--- src/rtl/core/point_segment_nearest_distance_top_assert.svh ---
// Assertion macros for the nearest-point-on-segment block.
// Expects clk and arst_n in the scope where the macros are used.
`ifndef POINT_SEGMENT_NEAREST_DISTANCE_TOP_ASSERT_SVH
`define POINT_SEGMENT_NEAREST_DISTANCE_TOP_ASSERT_SVH

// antecedent implies consequent on the same edge
`define PSND_ASSERT_IMP(lbl, ante, cons) \
lbl: assert property (@(posedge clk) disable iff (!arst_n) (ante) |-> (cons)) \
	else $error("psnd: implication check failed");

// condition must never hold
`define PSND_ASSERT_NEVER(lbl, cond) \
lbl: assert property (@(posedge clk) disable iff (!arst_n) !(cond)) \
	else $error("psnd: forbidden condition seen");

`endif

--- src/rtl/core/psnd_sqrt.sv ---
// Pipelined integer square root, one result bit per stage, with a sideband
// carried alongside. No dependencies.
`timescale 1ns / 1ps
`default_nettype none
module psnd_sqrt #(
	parameter int SW  = 34,
	parameter int SBW = 8
) (
	input  wire logic           clk,
	input  wire logic           arst_n,
	input  wire logic           adv,
	input  wire logic           in_valid,
	input  wire logic [SW-1:0]  rad,
	input  wire logic [SBW-1:0] sb_in,
	output logic                out_valid,
	output logic [SW/2-1:0]     root,
	output logic [SBW-1:0]      sb_out
);
	localparam int NS = SW / 2;

	logic           v_s  [NS];
	logic [SW-1:0]  rm_s [NS];
	logic [SW-1:0]  rs_s [NS];
	logic [SBW-1:0] sb_s [NS];

	for (genvar i = 0; i < NS; i++) begin : g_stg
		logic           v_i;
		logic [SW-1:0]  rm_i, rs_i, bt, t;
		logic [SBW-1:0] sb_i;
		logic           ge;

		if (i == 0) begin : g_first
			assign v_i  = in_valid;
			assign rm_i = rad;
			assign rs_i = '0;
			assign sb_i = sb_in;
		end else begin : g_next
			assign v_i  = v_s[i-1];
			assign rm_i = rm_s[i-1];
			assign rs_i = rs_s[i-1];
			assign sb_i = sb_s[i-1];
		end

		// trial bit at weight 4^(NS-1-i)
		assign bt = SW'(1) << (SW - 2 - 2 * i);
		assign t  = rs_i + bt;
		assign ge = (rm_i >= t);

		always_ff @(posedge clk or negedge arst_n) begin
			if (!arst_n) begin
				v_s[i] <= 1'b0;
			end else if (adv) begin
				v_s[i] <= v_i;
			end
		end

		always_ff @(posedge clk) begin
			if (adv) begin
				rm_s[i] <= ge ? (rm_i - t) : rm_i;
				rs_s[i] <= ge ? ((rs_i >> 1) + bt) : (rs_i >> 1);
				sb_s[i] <= sb_i;
			end
		end
	end

	assign out_valid = v_s[NS-1];
	assign root      = rs_s[NS-1][NS-1:0];
	assign sb_out    = sb_s[NS-1];

endmodule
`default_nettype wire

--- config.mk ---
export PLATFORM = sky130hd
export DESIGN_NAME = psnd_sqrt
export DESIGN_NICKNAME = d
export VERILOG_FILES = /design/src/rtl/core/point_segment_nearest_distance_top_assert.svh /design/src/rtl/core/psnd_sqrt.sv
export SDC_FILE = /design/constraint.sdc
export NUM_CORES = 1
export LEC_CHECK = 0
export BUFFER_PORTS_ARGS = -buffer_cell sky130_fd_sc_hd__buf_2
export CELL_PAD_IN_SITES_DETAIL_PLACEMENT = 1
export CELL_PAD_IN_SITES_GLOBAL_PLACEMENT = 1
export CORE_ASPECT_RATIO = 2
export CORE_MARGIN = 5
export CORE_UTILIZATION = 53
export DETAILED_ROUTE_END_ITERATION = 7
export PLACE_DENSITY = 0.81
export REMOVE_ABC_BUFFERS = 1
export SKIP_CTS_REPAIR_TIMING = 1
export SLEW_MARGIN = 40
export SYNTH_ARGS = -nofsm -noshare
export SYNTH_HDL_FRONTEND = slang
export SYNTH_SLANG_ARGS = --single-unit
--- constraint.sdc ---
create_clock -name clk -period 4.7 [get_ports clk]
set_input_delay 1.41 -clock clk [delete_from_list [all_inputs] [get_ports clk]]
set_output_delay 1.41 -clock clk [all_outputs]
set_load 0.05 [all_outputs]
## After elaboration in Yosys (flattened, before gate mapping)

Memory sizes are Yosys's and may differ from the RTL's.
Cells that the tools add are included.
Widths: inputs -> output; s select.

- Flip-flop bits (word level): 17
- Memories kept: 3
- Memory bits (writable): 1292
- Logic and storage cells: 122
- Input bits: 46
- Output and inout bits: 26

- $add $sub $neg: 49
- Multiplexer cells: 36
- $lt $le $gt $ge: 17

Memory list:

| name | words | width | rd ports | clocked after memory_dff | write ports | RTL line | RTL |
|---|---|---|---|---|---|---|---|
| rm_s | 17 | 34 | 16 | 0 | 17 | psnd_sqrt.sv:22 | `logic [SW-1:0] rm_s [NS];` |
| rs_s | 17 | 34 | 17 | 0 | 17 | psnd_sqrt.sv:23 | `logic [SW-1:0] rs_s [NS];` |
| sb_s | 17 | 8 | 17 | 0 | 17 | psnd_sqrt.sv:24 | `logic [SBW-1:0] sb_s [NS];` |

Operator list:

| kind | count |
|---|---|
| $mux 34 | 33 |
| $ge 34x34->1 | 16 |
| $sub 34x34->34 | 16 |
| $add 33x1->34 const B | 1 |
| $add 33x11->34 const B | 1 |
| $add 33x13->34 const B | 1 |
| $add 33x15->34 const B | 1 |
| $add 33x17->34 const B | 1 |
| $add 33x19->34 const B | 1 |
| $add 33x21->34 const B | 1 |
| $add 33x23->34 const B | 1 |
| $add 33x25->34 const B | 1 |
| $add 33x27->34 const B | 1 |
| $add 33x29->34 const B | 1 |
| $add 33x3->34 const B | 1 |
| $add 33x31->34 const B | 1 |
| $add 33x5->34 const B | 1 |
| $add 33x7->34 const B | 1 |
| $add 33x9->34 const B | 1 |
| $add 34x1->34 const B | 1 |
| $add 34x11->34 const B | 1 |
| $add 34x13->34 const B | 1 |
| $add 34x15->34 const B | 1 |
| $add 34x17->34 const B | 1 |
| other kinds (15) | 16 |

## Logic depth before layout (Yosys ltp)

Gate-level depths: netlist (run 1).
An unclocked memory read counts as a cell.

- Depth after elaboration: 4
- Mapped depth: 11

## Least setup slack after synthesis (run 1)

Ideal clock, no wire load.

- Path kind: register -> register
- From: mem rm_s[10][22] (netlist: rm_s[0][362])
- To: mem rm_s[11][22] (netlist: rm_s[0][396]) (data pin)
- Cell stages (with the launch flop): 10
- Buffers on the path: 1
- Path slack: 1.430 ns
- Data arrival time: 3.010 ns
- Period minus slack after synthesis: 3.270 ns
- Path through: edfxtp_1 -> ha_1 -> or4_4 -> or4_4 -> or4_4 -> a2111oi_4 -> and2_1 -> buf_6 -> inv_4 -> mux2_4

RTL lines:

| item | RTL line |
|---|---|
| from (decl) | psnd_sqrt.sv:22 |

==> results of run 1 <==
[worst max-delay path: stages (launching register included)]
cell,delay (ns)
edfxtp_1,0.45
nor4_1,0.56
nand4b_1,0.27
or3_1,0.42
nor4b_1,0.43
nor3b_2,0.65
buf_4,0.42
mux2_2,0.38
[report_power, final]
part	switching [mW]	total [mW]	leakage [nW]	internal (mW)
logic	1.91	3.16	6.38	1.25
clock network	2.91	6.33	1.20	3.42
registers	0.640	10.0	8.21	9.39
[stage by stage]
stage | hold slack, ns | total power [mW]
after floorplan | 0.400 | 12.0
final | 0.416 | 19.5
after CTS | 0.417 | 19.6
after detailed placement | 0.406 | 13.3
after global placement | 0.401 | 13.0
after global routing | 0.426 | 20.3
[area by class of cell]
class	count	area [µm²]
Sequential cell	850	25400
Inverter	201	757
Fill cell	6702	28600
Tap cell	910	1140
Clock buffer	86	1900
Timing Repair Buffer	122	836
Clock inverter	49	613
Multi-Input combinational cell	1666	11700
[flip-flops by register name, summed over array words and instances (netlist names)]
name	count
rm_s	544
rs_s	153
sb_s	136
g_stg.v_i	16
out_valid	1
[metal layers]
metal  wire length [µm]  GRT usage (%)  vias to the layer above
met3               2640           3.50                      380
li1                   -              -                    10700
met4              11100           23.4                        0
met2              59200           52.9                      586
met5                  0              0                        -
met1              25600           18.1                    11500
[how the worst min path moves through the flow]
stage | slack [ns] | start | to | cells past startpoint
floorplan | 0.40 | sb_s[0][92] | sb_s[0][100] | 0
global placement | 0.40 | sb_s[0][11] | sb_s[0][19] | 0
detailed placement | 0.41 | sb_s[0][104] | sb_s[0][112] | 0
CTS | 0.42 | sb_s[0][118] | sb_s[0][126] | 0
global route | 0.43 | sb_s[0][75] | sb_s[0][83] | 0
finish | 0.42 | sb_s[0][118] | sb_s[0][126] | 0
[cell usage after synthesis, types with 7 or more instances]
library cell  instances  area share, %
a2111oi_0            11           0.25
a211oi_1             18           0.36
a21boi_0              9           0.18
a21o_1               34           0.67
a21oi_1             125            1.6
a31oi_1              12           0.20
and2_1               12           0.20
and3_1               13           0.21
clkbuf_1             32           0.32
dfrtp_1              17            1.1
edfxtp_1            833             66
ha_1                166            5.5
inv_1               197            1.9
mux2_2               48            1.4
mux2i_1               9           0.24
nand2_1             166            1.6
nand2b_1             38           0.63
nand3_1              55           0.73
nand4_1              34           0.56
nand4b_1              7           0.16
nor2_1              140            1.4
nor2b_1              26           0.43
nor3_1               76            1.0
nor3b_1              10           0.20
nor4_1               68            1.1
nor4b_1              18           0.42
nor4bb_1              8           0.21
o211ai_1             18           0.36
o21a_1               39           0.77
o21ai_0             131            1.7
o21bai_1              7           0.14
o31a_1                8           0.18
o31ai_1              21           0.42
or2_2                13           0.21
or3_1                27           0.45
or4_1                21           0.42
xnor2_1             110            2.5
xor2_1               99            2.3
[cells by family (layout without fill, tap and decap cells)]
kind of cell	count (synthesis)	in the layout	share of synthesized area (%)
xor gates and xnor gates	209	209	4.82
and+or+nand+nor	760	760	10.7
buffers and inverters	243	458	2.46
adders and majority gates	166	166	5.47
muxes	58	58	1.70
AOI/OAI and AO/OA	473	473	7.85
DFF	850	850	67.0
==> results.sh, run 1 <==
export IMPL_status="completed"
export IMPL_avgSynthCellArea_um2=13.8
export IMPL_skew_ns=0.0507
export IMPL_n_antenna_cell=0
export IMPL_portBuffers=71
export IMPL_hold_viol=0
export IMPL_first_pass_iters=7
export IMPL_synthCells=2759
export IMPL_first_iter_violations=1144
export IMPL_crit_path_end_kind="flop"
export IMPL_synth_seq_area_share_pct=67.0
export IMPL_ant_nets=0
export IMPL_cp_startpoint="rm_s[0][430]"
export IMPL_clockBufferDepth=3
export IMPL_mostFrequentLayoutCell="edfxtp_1"
export IMPL_synth_main_ff_cell="edfxtp_1"
export IMPL_synth_area_um2=38000
export IMPL_grt_overflow_total=0
export IMPL_dp_hpwl_um=74300
export IMPL_die_h_um=388
export IMPL_htree_levels=3
export IMPL_avgRoutedWirePerCell_um=25.4
export IMPL_drc_errors=0
export IMPL_core_area_um2=71000
export IMPL_critPathLaunchType="flop"
export IMPL_min_period_ns=3.83
export IMPL_ios=72
export IMPL_regToRegEndpoint="rm_s[0][455]"
export IMPL_cts_buffers=74
export IMPL_r2r_slack_ns=0.87
export IMPL_crit_type="flop to flop"
export IMPL_grt_pass1_vias=26600
export IMPL_synth_edf_count=833
export IMPL_avgViaCountPerCell=5.97
export IMPL_syn_to_final_growth_pct=11.6
export IMPL_worstPathRequired_ns=5.13
export IMPL_p_leak_nw=15.8
export IMPL_cts_tree="done"
export IMPL_setup_tns_ns=0
export IMPL_endpoint="rm_s[0][455]"
export IMPL_path_clk_slew_ns=0.07
export IMPL_vias=23200
export IMPL_dieArea_um2=77400
export IMPL_dp_cells=3749
export IMPL_cap_viol_max_count=0
export IMPL_critPathMaxFanout=29
export IMPL_cts_sinks=850
export IMPL_reg2reg_depth=7
export IMPL_final_max_slew_viol_count=0
export IMPL_setup_violations=0
export IMPL_ys_types=76
export IMPL_routed_wl_um=98500
export IMPL_design_area_um2=42400
export IMPL_final_cells=3884
export IMPL_die_w_um=199
export IMPL_place_area_um2=39900
export IMPL_hold_path_class="flop to flop"
export IMPL_utilization_pct=59.7
export IMPL_fp_row_count=138
export IMPL_grtUsageTotal_pct=25.7
export IMPL_yosysWarnings=0
export IMPL_grt_antenna_before_repair=1
export IMPL_layout_common_cells="833 x edfxtp_1, 197 x inv_1, 166 x nand2_1, 166 x ha_1, 140 x nor2_1"
export IMPL_timing_fmax_mhz=261
export IMPL_worst_ep_arrival_time_ns=4.26
export IMPL_clk_latency_ns=0.69
export IMPL_timing_rr_start="rm_s[0][430]"
export IMPL_worst_slack_ns=0.871
export IMPL_start_util_pct=53.5
export IMPL_slew_headroom_pct=38.6
export IMPL_grt_max_degree=113
export IMPL_gp_congestion=0.963
export IMPL_drive_gt1_share_pct=10.8
export IMPL_cts_root_buf="clkbuf_16"
export IMPL_grt_setup_unrepaired="false"
export IMPL_ys_ff_latch=850
export IMPL_place_ws_ns=0.853
export IMPL_period_share_pct=81.5
export IMPL_synthArstFlopShare_pct=2.00
export IMPL_grt_pass1_wl_um=149000
export IMPL_nets=3127
export IMPL_p_per_area_nw_per_um2=461
export IMPL_tightest_slew_ns=0.913
export IMPL_ir_drop_mv=0.412
Power figures use the tool's default switching activity.
==> run 2: changes to the inputs <==
==> constraint.sdc (replaced) <==
create_clock -name clk -period 4 [get_ports clk]
set_input_delay 1.2 -clock clk [delete_from_list [all_inputs] [get_ports clk]]
set_output_delay 1.2 -clock clk [all_outputs]
set_load 0.05 [all_outputs]
==> results.sh, run 2 (synthesis results as in run 1) <==
export IMPL_grt_overflow_total=0
export IMPL_min_period_ns=3.70
export IMPL_cap_viol_max_count=0
export IMPL_timing_fmax_mhz=270
export IMPL_drc_errors=0
export IMPL_dp_hpwl_um=73700
export IMPL_ios=72
export IMPL_tightest_slew_ns=0.809
export IMPL_dieArea_um2=77400
export IMPL_crit_type="flop to flop"
export IMPL_largest_register="rm_s"
export IMPL_final_max_slew_viol_count=0
export IMPL_first_pass_iters=6
export IMPL_avgRoutedWirePerCell_um=25.7
export IMPL_cts_root_buf="clkbuf_16"
export IMPL_clockBufferDepth=3
export IMPL_crit_path_end_kind="flop"
export IMPL_largest_reg_flops=544
export IMPL_min_path_cells=0
export IMPL_grt_setup_unrepaired="false"
export IMPL_layout_common_cells="833 x edfxtp_1, 197 x inv_1, 166 x nand2_1, 166 x ha_1, 140 x nor2_1"
export IMPL_clk_latency_ns=0.69
export IMPL_period_share_pct=92.5
export IMPL_nets=3133
export IMPL_fp_row_count=138
export IMPL_portBuffers=71
export IMPL_top_regs="rm_s: 544 flops, rs_s: 153 flops, sb_s: 136 flops"
export IMPL_avgViaCountPerCell=6.03
export IMPL_first_iter_violations=1276
export IMPL_p_total_mw=23.6
export IMPL_cts_tree="done"
export IMPL_min_to="sb_s[0][132]"
export IMPL_mostFrequentLayoutCell="edfxtp_1"
export IMPL_cts_sinks=850
export IMPL_critPathLaunchType="flop"
export IMPL_p_per_area_nw_per_um2=553
export IMPL_reg2reg_depth=8
export IMPL_grtUsageTotal_pct=26.1
export IMPL_htree_levels=3
export IMPL_worstHoldStart="sb_s[0][124]"
export IMPL_hold_path_class="flop to flop"
export IMPL_r2r_slack_ns=0.30
export IMPL_hold_viol=0
export IMPL_cts_buffers=75
export IMPL_slew_headroom_pct=45.6
export IMPL_vias=23400
export IMPL_drive_gt1_share_pct=11.4
export IMPL_worstPathRequired_ns=4.39
export IMPL_start_util_pct=53.5
export IMPL_die_w_um=199
export IMPL_status="completed"
export IMPL_gp_congestion=0.958
export IMPL_core_area_um2=71000
export IMPL_critPathMaxFanout=21
export IMPL_worst_ep_arrival_time_ns=4.09
export IMPL_ant_nets=0
export IMPL_die_h_um=388
export IMPL_p_leak_nw=15.9
export IMPL_setup_violations=0
export IMPL_syn_to_final_growth_pct=12.3
export IMPL_grt_antenna_before_repair=1
export IMPL_grt_pass1_wl_um=152000
export IMPL_dp_cells=3754
export IMPL_skew_ns=0.0450
export IMPL_ir_drop_mv=0.517
export IMPL_grt_max_degree=141
export IMPL_path_clk_slew_ns=0.07
export IMPL_fillers=6658
export IMPL_grt_pass1_vias=27100
export IMPL_regToRegEndpoint="rm_s[0][387]"
export IMPL_final_cells=3890
export IMPL_timing_rr_start="rm_s[0][362]"
export IMPL_routed_wl_um=100000
==> run 2: critical path: stages, from the launching register on <==
cell and delay (ns):
edfxtp_1 0.40, ha_1 0.26, or4_4 0.57, or4_4 0.45, or4_4 0.46, a2111oi_4 0.41, and2_1 0.40, buf_4 0.32
o21ai_0 0.14
==> run 2: worst max path at each step <==
stage,from,endpoint,slack [ns],depth (start not counted)
after global placement,rm_s[0][362],rm_s[0][396],0.36,8
after CTS,rm_s[0][362],rm_s[0][387],0.30,8
after floorplan,rm_s[0][430],rm_s[0][455],-0.44,6
after global routing,rm_s[0][362],rm_s[0][387],0.14,8
after detailed placement,rm_s[0][362],rm_s[0][387],0.31,8
final,rm_s[0][362],rm_s[0][387],0.30,8
==> run 2: per-stage QoR <==
stage	area (µm²)	TNS, ns	util (%)	hold WS (ns)	setup slack, ns
final	42600	0	60.1	0.411	0.298
after CTS	42600	0	60.0	0.413	0.299
after detailed placement	39900	0	56.2	0.406	0.314
after global routing	42600	0	60.1	0.421	0.142
after floorplan	37800	-8.32	-	0.400	-0.439
after global placement	39800	0	56.1	0.400	0.356
==> run 2: layout make-up <==
cell class                      instances  area, µm²  area share [%]
Antenna cell                            1       2.50         0.00587
Clock buffer                           81       1900            4.45
Clock inverter                         54        843            1.98
Inverter                              201        757            1.78
Multi-Input combinational cell       1666      11700            27.3
Sequential cell                       850      25400            59.7
Tap cell                              910       1140            2.67
Timing Repair Buffer                  127        898            2.11
==> run 2: per-layer routing <==
layer | vias up | wire (µm) | part of all wire, % | GRT usage (%)
met5 | - | 0 | 0 | 0
met4 | 0 | 12200 | 12 | 25.3
met3 | 448 | 3010 | 3.0 | 4.03
met2 | 676 | 58800 | 59 | 52.5
met1 | 11600 | 26100 | 26 | 18.8
li1 | 10700 | - | - | -
==> run 2: where the power goes <==
| part | leakage, nW | switching (mW) | internal, mW | total, mW |
|---|---|---|---|---|
| registers | 8.21 | 0.754 | 11.0 | 11.8 |
| logic | 6.40 | 2.28 | 1.47 | 3.75 |
| clock network | 1.32 | 3.45 | 4.56 | 8.02 |
